==> src/hdl/doubly_linked_list_engine_assert.svh <==
// ----------------------------------------------------------------------------
// doubly_linked_list_engine_assert
// Assertion macros shared by the list engine RTL.
// ----------------------------------------------------------------------------
`ifndef DOUBLY_LINKED_LIST_ENGINE_ASSERT_SVH
`define DOUBLY_LINKED_LIST_ENGINE_ASSERT_SVH

// Same-cycle implication under reset
`define DLLE_ASSERT_NOW(label, ante, cons) \
	label: assert property (@(posedge clk) disable iff (!arst_n) (ante) |-> (cons)) \
		else $error("dlle check failed");

// Next-cycle implication under reset
`define DLLE_ASSERT_NEXT(label, ante, cons) \
	label: assert property (@(posedge clk) disable iff (!arst_n) (ante) |=> (cons)) \
		else $error("dlle check failed");

`endif

==> src/hdl/dlle_pkg.sv <==
// ----------------------------------------------------------------------------
// dlle_pkg
// Types and codes shared by the list engine and its cells.
// ----------------------------------------------------------------------------
`default_nettype none
package dlle_pkg;
	localparam logic [3:0] ACT_INS_FRONT  = 4'd0;
	localparam logic [3:0] ACT_INS_BACK   = 4'd1;
	localparam logic [3:0] ACT_INS_AFTER  = 4'd2;
	localparam logic [3:0] ACT_INS_BEFORE = 4'd3;
	localparam logic [3:0] ACT_GET_FRONT  = 4'd4;
	localparam logic [3:0] ACT_GET_BACK   = 4'd5;
	localparam logic [3:0] ACT_POP_FRONT  = 4'd6;
	localparam logic [3:0] ACT_POP_BACK   = 4'd7;
	localparam logic [3:0] ACT_RM_FRONT   = 4'd8;
	localparam logic [3:0] ACT_RM_BACK    = 4'd9;
	localparam logic [3:0] ACT_RM_KEY     = 4'd10;

	localparam logic [1:0] ST_OK        = 2'd0;
	localparam logic [1:0] ST_EMPTY     = 2'd1;
	localparam logic [1:0] ST_NOT_FOUND = 2'd2;
	localparam logic [1:0] ST_FULL      = 2'd3;

	typedef struct packed {
		logic [3:0]         action;
		logic signed [31:0] key;
		logic signed [31:0] value;
	} req_t;

	typedef struct packed {
		logic signed [31:0] result_value;
		logic [1:0]         status;
		logic [6:0]         length;
	} rsp_t;

	// per-cell update applied on execute
	typedef enum logic [2:0] {
		COP_HOLD,
		COP_PUSH_FRONT,
		COP_APPEND,
		COP_INS_AFTER,
		COP_INS_BEFORE,
		COP_POP_FRONT,
		COP_DROP_LAST,
		COP_RM_KEY
	} cop_t;

	typedef struct packed {
		cop_t               op;
		logic               clr;
		logic               step;
		logic signed [31:0] key;
		logic signed [31:0] value;
	} cell_ctl_t;

	// what a cell shows its neighbors
	typedef struct packed {
		logic signed [31:0] val;
		logic               valid;
		logic               prior;
		logic               incl;
	} nbr_t;

	typedef enum logic [1:0] {
		S_IDLE,
		S_SEARCH,
		S_EXEC
	} state_t;
endpackage
`default_nettype wire

==> src/hdl/dlle_cell.sv <==
// ----------------------------------------------------------------------------
// dlle_cell
// One list position: value, occupancy and the key-prefix flag.
// ----------------------------------------------------------------------------
`default_nettype none
module dlle_cell
	import dlle_pkg::*;
(
	input  wire logic        clk,
	input  wire logic        arst_n,
	input  wire cell_ctl_t   ctl,
	input  wire nbr_t        lft,
	input  wire nbr_t        rgt,
	output nbr_t             me,
	output logic signed [31:0] tap
);
	logic signed [31:0] val_q, val_d;
	logic valid_q, valid_d, prior_q, match;

	assign match = valid_q && (val_q == ctl.key);
	assign me.val = val_q;
	assign me.valid = valid_q;
	assign me.prior = prior_q;
	assign me.incl = prior_q | match;
	// last occupied cell exposes its value
	assign tap = (valid_q && !rgt.valid) ? val_q : 32'sd0;

	always_comb begin
		val_d = val_q;
		valid_d = valid_q;
		case (ctl.op)
			COP_PUSH_FRONT: begin
				val_d = lft.val;
				valid_d = lft.valid;
			end
			COP_APPEND: begin
				if (!valid_q && lft.valid) begin
					val_d = ctl.value;
					valid_d = 1'b1;
				end
			end
			COP_INS_AFTER: begin
				if (prior_q) begin
					val_d = lft.prior ? lft.val : ctl.value;
					valid_d = lft.prior ? lft.valid : 1'b1;
				end
			end
			COP_INS_BEFORE: begin
				if (me.incl) begin
					val_d = lft.incl ? lft.val : ctl.value;
					valid_d = lft.incl ? lft.valid : 1'b1;
				end
			end
			COP_POP_FRONT: begin
				val_d = rgt.val;
				valid_d = rgt.valid;
			end
			COP_DROP_LAST: begin
				if (valid_q && !rgt.valid) valid_d = 1'b0;
			end
			COP_RM_KEY: begin
				if (me.incl) begin
					val_d = rgt.val;
					valid_d = rgt.valid;
				end
			end
			default: begin
				val_d = val_q;
			end
		endcase
	end

	always_ff @(posedge clk or negedge arst_n) begin
		if (!arst_n) begin
			valid_q <= 1'b0;
			prior_q <= 1'b0;
		end else begin
			valid_q <= valid_d;
			if (ctl.clr) prior_q <= 1'b0;
			else if (ctl.step) prior_q <= lft.incl;
		end
	end

	always_ff @(posedge clk) begin
		val_q <= val_d;
	end
endmodule
`default_nettype wire

==> config.mk <==
export PLATFORM = sky130hd
export DESIGN_NAME = dlle_cell
export DESIGN_NICKNAME = d
export VERILOG_FILES = /design/src/hdl/doubly_linked_list_engine_assert.svh /design/src/hdl/dlle_pkg.sv /design/src/hdl/dlle_cell.sv
export SDC_FILE = /design/constraint.sdc
export NUM_CORES = 1
export LEC_CHECK = 0
export ABC_CLOCK_PERIOD_IN_PS = 2750
export BUFFER_PORTS_ARGS = -buffer_cell sky130_fd_sc_hd__buf_2
export CELL_PAD_IN_SITES_DETAIL_PLACEMENT = 1
export CELL_PAD_IN_SITES_GLOBAL_PLACEMENT = 1
export CORE_ASPECT_RATIO = 0.6
export CORE_MARGIN = 2
export CORE_UTILIZATION = 24
export CTS_CLUSTER_DIAMETER = 120
export CTS_CLUSTER_SIZE = 28
export DETAILED_ROUTE_END_ITERATION = 10
export PLACE_DENSITY_LB_ADDON = 0.08
export SLEW_MARGIN = 30
export SYNTH_ARGS = -nofsm -noshare
export SYNTH_HDL_FRONTEND = slang
export SYNTH_SLANG_ARGS = --single-unit
export TNS_END_PERCENT = 50
==> constraint.sdc <==
create_clock -name clk -period 2.75 [get_ports clk]
set_input_delay 0.1375 -clock clk [delete_from_list [all_inputs] [get_ports clk]]
set_output_delay 0.1375 -clock clk [all_outputs]
set_load 0.01 [all_outputs]
==> metrics.txt, run 1 <==
status finished, final reports clean; Synth Instances 234; Achievable Freq 433.5 MHz; CTS buffer count 5; max incr delay on CP 450 ps; Antenna Cells 0; Seq cells post-synth 34; dpl hpwl 7831 µm; Hold Crit Start ctl[65]; EDFF count, synth 32; Critical R2R Launch val_q[10]; Finished Core Util 37.66%; Yosys top cell area share 39.71%; full die area 0.01093 mm²; fraction of registers with async set/reset 5.882%; synth unique cells 41; Tot GR Track Use 17.15%; Starting Density 24.58%; CP Launch Type flop; vias 2652; Setup Viol. Count Final 0; worst hold path class primary input to flop; router iterations before antenna repair 6; Slew @ Worst Pin 931.4 ps; via density per instance 4.661; Final period util 83.88%; total congestion overflow 0; PostCTS Resize Cnt 0; VDD IR max 0.2294 mV; Buffers & Inverters on Critical Path 1; Post-Syn Area 0.002420 mm²; H-tree levels 2; # hold bufs at CTS 1; clock root cell clkbuf_16; count of input and output buffers 205; DRT antenna net count 0; WP data required 2710 ps; crit path max fanout 17; syn avg cell area 10.34 µm²; worst path arrival time 2270 ps; vias in the first global route 2724; fin nets 574; Filler cells 1211; top cells by area in the synthesized netlist edfxtp_1, a222oi_1, xnor2_1; synthesis-to-layout area growth 53.21%; unrepaired setup endpoints after global routing false; Slew HR 37.77%; CP max stage cell nor4_4; clk sinks 34; synth warn 0; skew final 3.418 ps; core area 0.009844 mm²; min cycle time layout 2307 ps; clk_lat worst skew 280 ps; top cell family by delay on the critical path simple AND/OR/NAND/NOR gates; Initial DRC Count 215; cell area power density 478.9 mW/mm²; sequential-to-total area share from yosys stat 41.78%; critical path class flop to flop; worst-path cell chain xnor2_1, nand4_1, nor4_4, nand2_1, o21ai_4, buf_4; R2R depth 6; TritonCTS clock tree yes; cell row count 28; worst hold stages 2; RD Place Congestion 0.7164; reg-to-reg setup timing slack 440 ps; first-pass GRT wire length 14160 µm; Slew Limit Fails 0; Ports 208; r2r endpoint val_q[21]; drt wl/cell 16.76 µm; DR DRC count 0; total power draw 1.775 mW; layout cell share with drive strength beyond 1 52.53%; setup TNS 0 ps; WHS Endpoint prior_q; Most used DFF post-synth edfxtp_1; most area-hungry cell type in the Yosys netlist edfxtp_1; Pleak 1.838 nW; die height 81.78 µm; largest net degree at the start of global routing 33; WL final 9536 µm; Max-cap violations 0; Die Width 133.6 µm; initial antenna violation count 0; Longest Clk Path Bufs 2; Syn Nets 375; clock slew at reported path FFs 50 ps; post-CTS setup buffers 0; final hold vios 0; CP Capture Type flop
## per-layer routing
metal,global-route usage [%],wire length (µm),up-vias
met5,0,0,-
met4,3.404,31,0
met3,5.926,890,5
met2,28.45,4365,129
met1,21.98,4249,1245
li1,-,-,1273
## where the power goes
group,switching [mW],internal (mW),leakage [nW]
clock,0.209,0.330,0.0672
combinational,0.295,0.256,1.44
sequential,0.0468,0.638,0.334
total,0.550,1.22,1.84
## worst max path at each step
stage,slack (ps),cells after the start,from,end
after floorplan,220,5,val_q[7],val_q[0]
after global placement,420,6,val_q[10],val_q[4]
after detailed placement,410,6,val_q[10],val_q[3]
after CTS,390,6,val_q[10],val_q[21]
after global routing,280,6,val_q[10],val_q[3]
final,440,6,val_q[10],val_q[21]
## synthesized netlist by cell type, types with 2 or more instances
cell type	number
dfrtp_1	2
and2_1	32
xnor2_1	29
a222oi_1	32
nand2_1	6
inv_1	34
clkbuf_1	4
o21ai_0	2
o21ai_1	2
buf_2	8
mux2i_1	2
buf_4	3
edfxtp_1	32
nand2b_1	2
xor2_1	3
nand4_1	11
nor2_1	4
buf_6	3
## through the flow
stage,area [µm²],hold slack [ps],setup slack [ps],instances
4_1_cts,3707,9.537,389.5,569
6_report,3707,11.96,443.3,569
3_3_place_gp,3555,-77.11,421.3,560
5_1_grt,3707,19.15,276.9,569
2_1_floorplan,2424,-158.1,215.7,234
3_5_place_dp,3556,-74.76,409.6,560
## cell type report
cell class,instances,area (µm²),share of cell area [%]
multi-input cells,147,1189,32.06
clock inverters,3,16.27,0.4387
well taps,135,168.9,4.556
repair buffers,210,1066,28.75
flip-flops and latches,34,1011,27.27
clock buffers,5,125.1,3.375
inverters,35,131.4,3.544
## cells by family after synthesis
family / synth area share (%)
AND/OR/NAND/NOR: 17.42
buffers and inverters: 10.03
AO/OA/AOI/OAI: 18.36
flip-flops: 41.78
XOR/XNOR: 11.58
multiplexers: 0.8273
## state kept, by name (all words and copies together), names as in the netlist
register	cells
val_q	32
prior_q	1
valid_q	1
## layout by cell type, fill, tap and decap left out, drive strengths merged
master and instances:
clkinv 2, nand2 6, a222oi 32, and3b 1
a311oi 1, clkbuf 5, nor3 2, o21ai 4
nor2 5, a21bo 1, nand3 1, a32oi 1
nand2b 2, dlygate4sd3 1, a31o 1, and2 33
a211o 1, o22ai 1, xor2 3, dfrtp 2
a31oi 1, clkinvlp 1, inv 35, mux2i 2
xnor2 29, nor4 3, buf 209, edfxtp 32
a21o 2, a21oi 2, nand4 11, o211a 1
nand4b 1
Note: power is estimated with default switching activity, not from simulation.
==> inputs of run 2 (changes only) <==
--- a/config.mk
+++ b/config.mk
@@ -5,13 +5,13 @@
 export SDC_FILE = /design/constraint.sdc
 export NUM_CORES = 1
 export LEC_CHECK = 0
-export ABC_CLOCK_PERIOD_IN_PS = 2750
+export ABC_CLOCK_PERIOD_IN_PS = 2210
 export BUFFER_PORTS_ARGS = -buffer_cell sky130_fd_sc_hd__buf_2
 export CELL_PAD_IN_SITES_DETAIL_PLACEMENT = 1
 export CELL_PAD_IN_SITES_GLOBAL_PLACEMENT = 1
 export CORE_ASPECT_RATIO = 0.6
 export CORE_MARGIN = 2
-export CORE_UTILIZATION = 24
+export CORE_UTILIZATION = 26
 export CTS_CLUSTER_DIAMETER = 120
 export CTS_CLUSTER_SIZE = 28
 export DETAILED_ROUTE_END_ITERATION = 10
==> constraint.sdc (replaced) <==
create_clock -name clk -period 2.21 [get_ports clk]
set_input_delay 0.1105 -clock clk [delete_from_list [all_inputs] [get_ports clk]]
set_output_delay 0.1105 -clock clk [all_outputs]
set_load 0.01 [all_outputs]
==> run 2 against run 1 <==
Combinational power is 28% higher. Non-clock buffer count is 5 higher. Cell area increased by 2.3%. Via count is 0.30% higher. Global-route usage increased by 1.2 points. Total power rose by 32%. Routed wire length is 1.3% lower. Register-to-register slack worse by 310 ps. Sequential share of layout area is 0.60 points lower. First-iteration DRC count down 2.8%. Cell count is 2.5% lower. Count of clock-buffer cells in the layout grew 2.
==> metrics.txt, run 2 (synthesis gave the netlist of run 1 again) <==
status finished, final reports clean; final hold vios 0; Final WS setup 131.2 ps; total congestion overflow 0; largest net degree at the start of global routing 26; layout cell share with drive strength beyond 1 53.08%; H-tree levels 2; hold slack 95.23 ps; Initial DRC Count 209; area of the multi-input gates 0.001210 mm²; RD Place Congestion 0.8295; router iterations before antenna repair 5; TritonCTS clock tree yes; largest registers val_q (32), prior_q (1), valid_q (1); core area 0.009121 mm²; M1 WL 4203 µm; Antenna Cells 0; VDD IR max 0.2770 mV; first-pass GRT wire length 14230 µm; die height 78.73 µm; via density per instance 4.793; Tot GR Track Use 18.32%; post-CTS setup buffers 0; Slew @ Worst Pin 942.8 ps; worst hold path class primary input to flop; full die area 0.01012 mm²; clock root cell clkbuf_16; Critical R2R Launch val_q[30]; Ports 208; cell row count 27; CTS buffer count 5; Slew HR 37.15%; WL final 9414 µm; clk sinks 34; Hold Crit Start ctl[64]; Pleak 1.900 nW; crit path from val_q[30]; skew final 3.450 ps; most common cell after layout, fill and taps aside buf_2; Max-cap violations 0; CP Capture Type flop; dpl hpwl 7627 µm; clock slew at reported path FFs 50 ps; WP data required 2180 ps; Final period util 94.06%; clk_lat worst skew 280 ps; Filler cells 1087; setup TNS 0 ps; count of input and output buffers 205; worst hold stages 3; fin nets 579; top sig layer met4; DRT antenna net count 0; cell area power density 618.0 mW/mm²; min cycle time layout 2079 ps; drt wl/cell 16.96 µm; dpl ws 98.97 ps; most used cells in the layout excluding fill and tap cells buf_2, inv_1, and2_1, a222oi_1, edfxtp_1; synthesis-to-layout area growth 56.67%; Die Width 128.5 µm; Achievable Freq 481.1 MHz; critical path class flop to flop; Reg with most FFs val_q; Setup Viol. Count Final 0; Starting Density 26.53%; Slew Limit Fails 0; vias in the first global route 2670; sequential standard cell area 0.001011 mm²; Longest Clk Path Bufs 2; worst path arrival time 2050 ps; CP Launch Type flop; unrepaired setup endpoints after global routing false; wire length on met3 808 µm; vias 2660; R2R depth 6; initial antenna violation count 0; Met2 Wirelength 4356 µm; Largest register FFs 32; crit path max fanout 11; DR DRC count 0
[run 2: cell count changes in the layout (fill, tap and decap cells not counted), sizes merged]
| cell | delta |
|---|---|
| buf | +4 |
| bufinv | +1 |
| clkbuf | +2 |
| clkinv | -2 |
| clkinvlp | -1 |
| dlygate4sd3 | +1 |
[run 2: through the flow]
| stage | util, % | area, µm² | total power [mW] | instances |
|---|---|---|---|---|
| after detailed placement | 39.23 | 3578 | 1.571 | 545 |
| after global routing | 41.56 | 3791 | 2.475 | 555 |
| after global placement | 39.23 | 3578 | 1.561 | 545 |
| final | 41.56 | 3791 | 2.343 | 555 |
| after floorplan | - | 2431 | 1.229 | 234 |
| after CTS | 41.23 | 3761 | 2.372 | 555 |
[run 2: per-layer routing]
layer,vias up,GRT usage [%]
li1,1280,-
met1,1251,24.26
met2,124,30.59
met3,5,5.256
met4,0,2.609
met5,-,0
[run 2: cell type report]
| cell class | instances | area share, % |
|---|---|---|
| Sequential cell | 34 | 26.67 |
| Timing Repair Buffer | 215 | 29.83 |
| Clock inverter | 1 | 0.7921 |
| Inverter | 35 | 3.465 |
| Multi-Input combinational cell | 147 | 31.91 |
| Clock buffer | 7 | 3.498 |
| Tap cell | 116 | 3.828 |
[run 2: worst paths after layout]
kind,end,slack [ps]
max in group asynchronous,valid_q,1970
worst min register to register,prior_q,690
worst max-delay path,val_q[16],130
worst min-delay path,prior_q,100
min in group asynchronous,prior_q,140
worst max register to register,val_q[16],130
[run 2: repair_timing]
| item | CTS | global route |
|---|---|---|
| hold buffers | 2 | 0 |
| endpoints found under the setup margin | 0 | 11 |
| resized for setup | 0 | 3 |
| hold endpoints to repair | 3 | 0 |
[run 2: power by group]
part           internal [mW]  switching (mW)  total (mW)
Combinational          0.338           0.364       0.703
Sequential             0.794          0.0618       0.856
Clock                  0.533           0.251       0.784
[run 2: critical path, stage by stage, from the launching register on]
cell	delay [ps]
edfxtp_1	400
xnor2_1	300
nand2_1	110
nor4_2	330
nand3_1	180
o21ai_4	220
buf_4	240
==> inputs of run 3 (changes only) <==
--- a/config.mk
+++ b/config.mk
@@ -8,10 +8,11 @@
 export ABC_CLOCK_PERIOD_IN_PS = 2210
 export BUFFER_PORTS_ARGS = -buffer_cell sky130_fd_sc_hd__buf_2
 export CELL_PAD_IN_SITES_DETAIL_PLACEMENT = 1
-export CELL_PAD_IN_SITES_GLOBAL_PLACEMENT = 1
+export CELL_PAD_IN_SITES_GLOBAL_PLACEMENT = 2
 export CORE_ASPECT_RATIO = 0.6
 export CORE_MARGIN = 2
-export CORE_UTILIZATION = 26
+export CORE_UTILIZATION = 20
+export CTS_BUF_LIST = sky130_fd_sc_hd__clkbuf_4
 export CTS_CLUSTER_DIAMETER = 120
 export CTS_CLUSTER_SIZE = 28
 export DETAILED_ROUTE_END_ITERATION = 10
==> run 3 against run 2 <==
First-iteration DRC count up 1.9%. Routed wire length grew 7.3%. Worst hold slack worse by 69 ps. Sequential cell count did not move. Non-clock buffer count up 9. Cell count rose by 11%. Global-route usage shrank 3.4 points. Sequential share of layout area decreased by 0.53 points. Critical path depth unchanged. Cell area increased by 2.0%. Clock power is 53% lower. Die area is 29% higher. Largest cell class unchanged.
==> metrics.txt, run 3 (synthesis gave the netlist of run 1 again) <==
status finished, final reports clean; Hold Crit Start ctl[3]; hold slack 26.11 ps; Slew HR 36.21%; reg-to-reg setup timing slack 130 ps; largest net degree at the start of global routing 33; Setup Viol. Count Final 0; core area 0.01195 mm²; clock root cell clkbuf_4; die height 89.20 µm; CP Launch Type flop; initial antenna violation count 0; WL final 10100 µm; DRT antenna net count 0; final std cells w/o fill 614; Max-cap violations 0; H-tree levels 2; cell row count 31; crit path max fanout 3; vias in the first global route 2615; Initial DRC Count 213; Die Width 146.0 µm; via density per instance 4.407; unrepaired setup endpoints after global routing true; Reg with most FFs val_q; skew final 20.62 ps; synthesis-to-layout area growth 59.88%; WHS Endpoint val_q[3]; vias 2706; clk_lat worst skew 360 ps; worst-path cell chain xnor2_1, nand4_1, nor4_4, buf_4, a31o_1, buf_2; Starting Density 20.26%; most common cell after layout, fill and taps aside buf_2; critical path class flop to output port; layout cell share with drive strength beyond 1 55.36%; dpl hpwl 8138 µm; total congestion overflow 0; WP data required 2100 ps; max incr delay on CP 480 ps; fin nets 588; worst path arrival time 1980 ps; Buffers & Inverters on Critical Path 2; full die area 0.01302 mm²; Largest register FFs 32; Final period util 94.67%; worst hold path class primary input to flop; Longest Clk Path Bufs 2; clk sinks 34; top cell family by delay on the critical path simple AND/OR/NAND/NOR gates; r2r endpoint val_q[10]; final hold vios 0; Pleak 1.933 nW; Achievable Freq 477.9 MHz; CP max stage cell edfxtp_1; worst hold stages 3; R2R depth 6; dpl cells 595; largest registers val_q (32), prior_q (1), valid_q (1); CTS buffer count 5; Ports 208; CP Capture Type output port; most used cells in the layout excluding fill and tap cells buf_2, inv_1, and2_1, a222oi_1, edfxtp_1; Slew @ Worst Pin 954.7 ps; drt wl/cell 16.45 µm; TritonCTS clock tree yes; setup TNS 0 ps; DR DRC count 0; router iterations before antenna repair 6; cell area power density 506.0 mW/mm²; count of input and output buffers 205; min cycle time layout 2092 ps; Tot GR Track Use 14.89%; Finished Core Util 32.38%; first-pass GRT wire length 14610 µm; RD Place Congestion 0.7445; Slew Limit Fails 0; VDD IR max 0.1620 mV; clock slew at reported path FFs 130 ps; Critical R2R Launch val_q[17]
## run 3: cell types whose count changed in the layout (fill, tap and decap cells not counted), moves of 2 or more
cell | previous run | this run
clkbuf_16 | 5 | 0
xnor2_2 | 3 | 11
xnor2_1 | 26 | 18
dlygate4sd3_1 | 2 | 5
buf_4 | 6 | 13
clkbuf_1 | 2 | 0
clkbuf_4 | 0 | 5
## run 3: stage by stage
step / total power [mW] / setup slack, ps / area (µm²)
floorplan: 1.229 / -41.21 / 2431
global placement: 1.572 / 72.01 / 3642
detailed placement: 1.578 / 40.25 / 3642
CTS: 1.964 / 4.566 / 3731
global route: 2.096 / -55.82 / 3866
finish: 1.957 / 117.7 / 3869
## run 3: worst max path at each step
stage                     end  depth (start not counted)  slack (ps)       from
global route            me[0]                          6         -60  val_q[10]
detailed placement  val_q[25]                          6          40   val_q[0]
finish                  me[0]                          6         120  val_q[14]
floorplan            val_q[0]                          5         -40  val_q[11]
global placement    val_q[21]                          6          70  val_q[19]
CTS                     me[0]                          6           5   val_q[5]
## run 3: timing repair
action | in CTS | in global routing
setup buffers | 1 | 4
hold buffers | 2 | 3
pin swaps | 1 | 5
hold endpoints to repair | 3 | 3
setup endpoints to repair | 1 | 33
gates resized for setup | 1 | 10
## run 3: where the power goes
group | internal [mW] | total, mW | switching [mW]
Sequential | 0.792 | 0.858 | 0.0660
Clock | 0.118 | 0.365 | 0.246
Combinational | 0.361 | 0.735 | 0.374
## run 3: layout make-up
cell class / instances / area, µm²
multi-input cells: 147 / 1270
diodes: 1 / 2.502
well taps: 165 / 206.4
inverters: 35 / 131.4
clock buffers: 5 / 37.54
flip-flops and latches: 34 / 1011
repair buffers: 224 / 1194
clock inverters: 3 / 16.27
fillers: 1433 / 8078
## run 3: tightest hold or removal path: cells and delay by family
family | cells | cell delay [ps]
buffers and inverters | 2 | 130
AO/OA/AOI/OAI | 1 | 50
## run 3: routing by layer
layer  share of wire [%]  track usage, %  up-vias
li1                    -               -     1305
met1                  46           20.17     1243
met2                  43           22.90      150
met3                 9.7           5.357        8
met4                 1.1           3.530        0
met5                   0               0        -
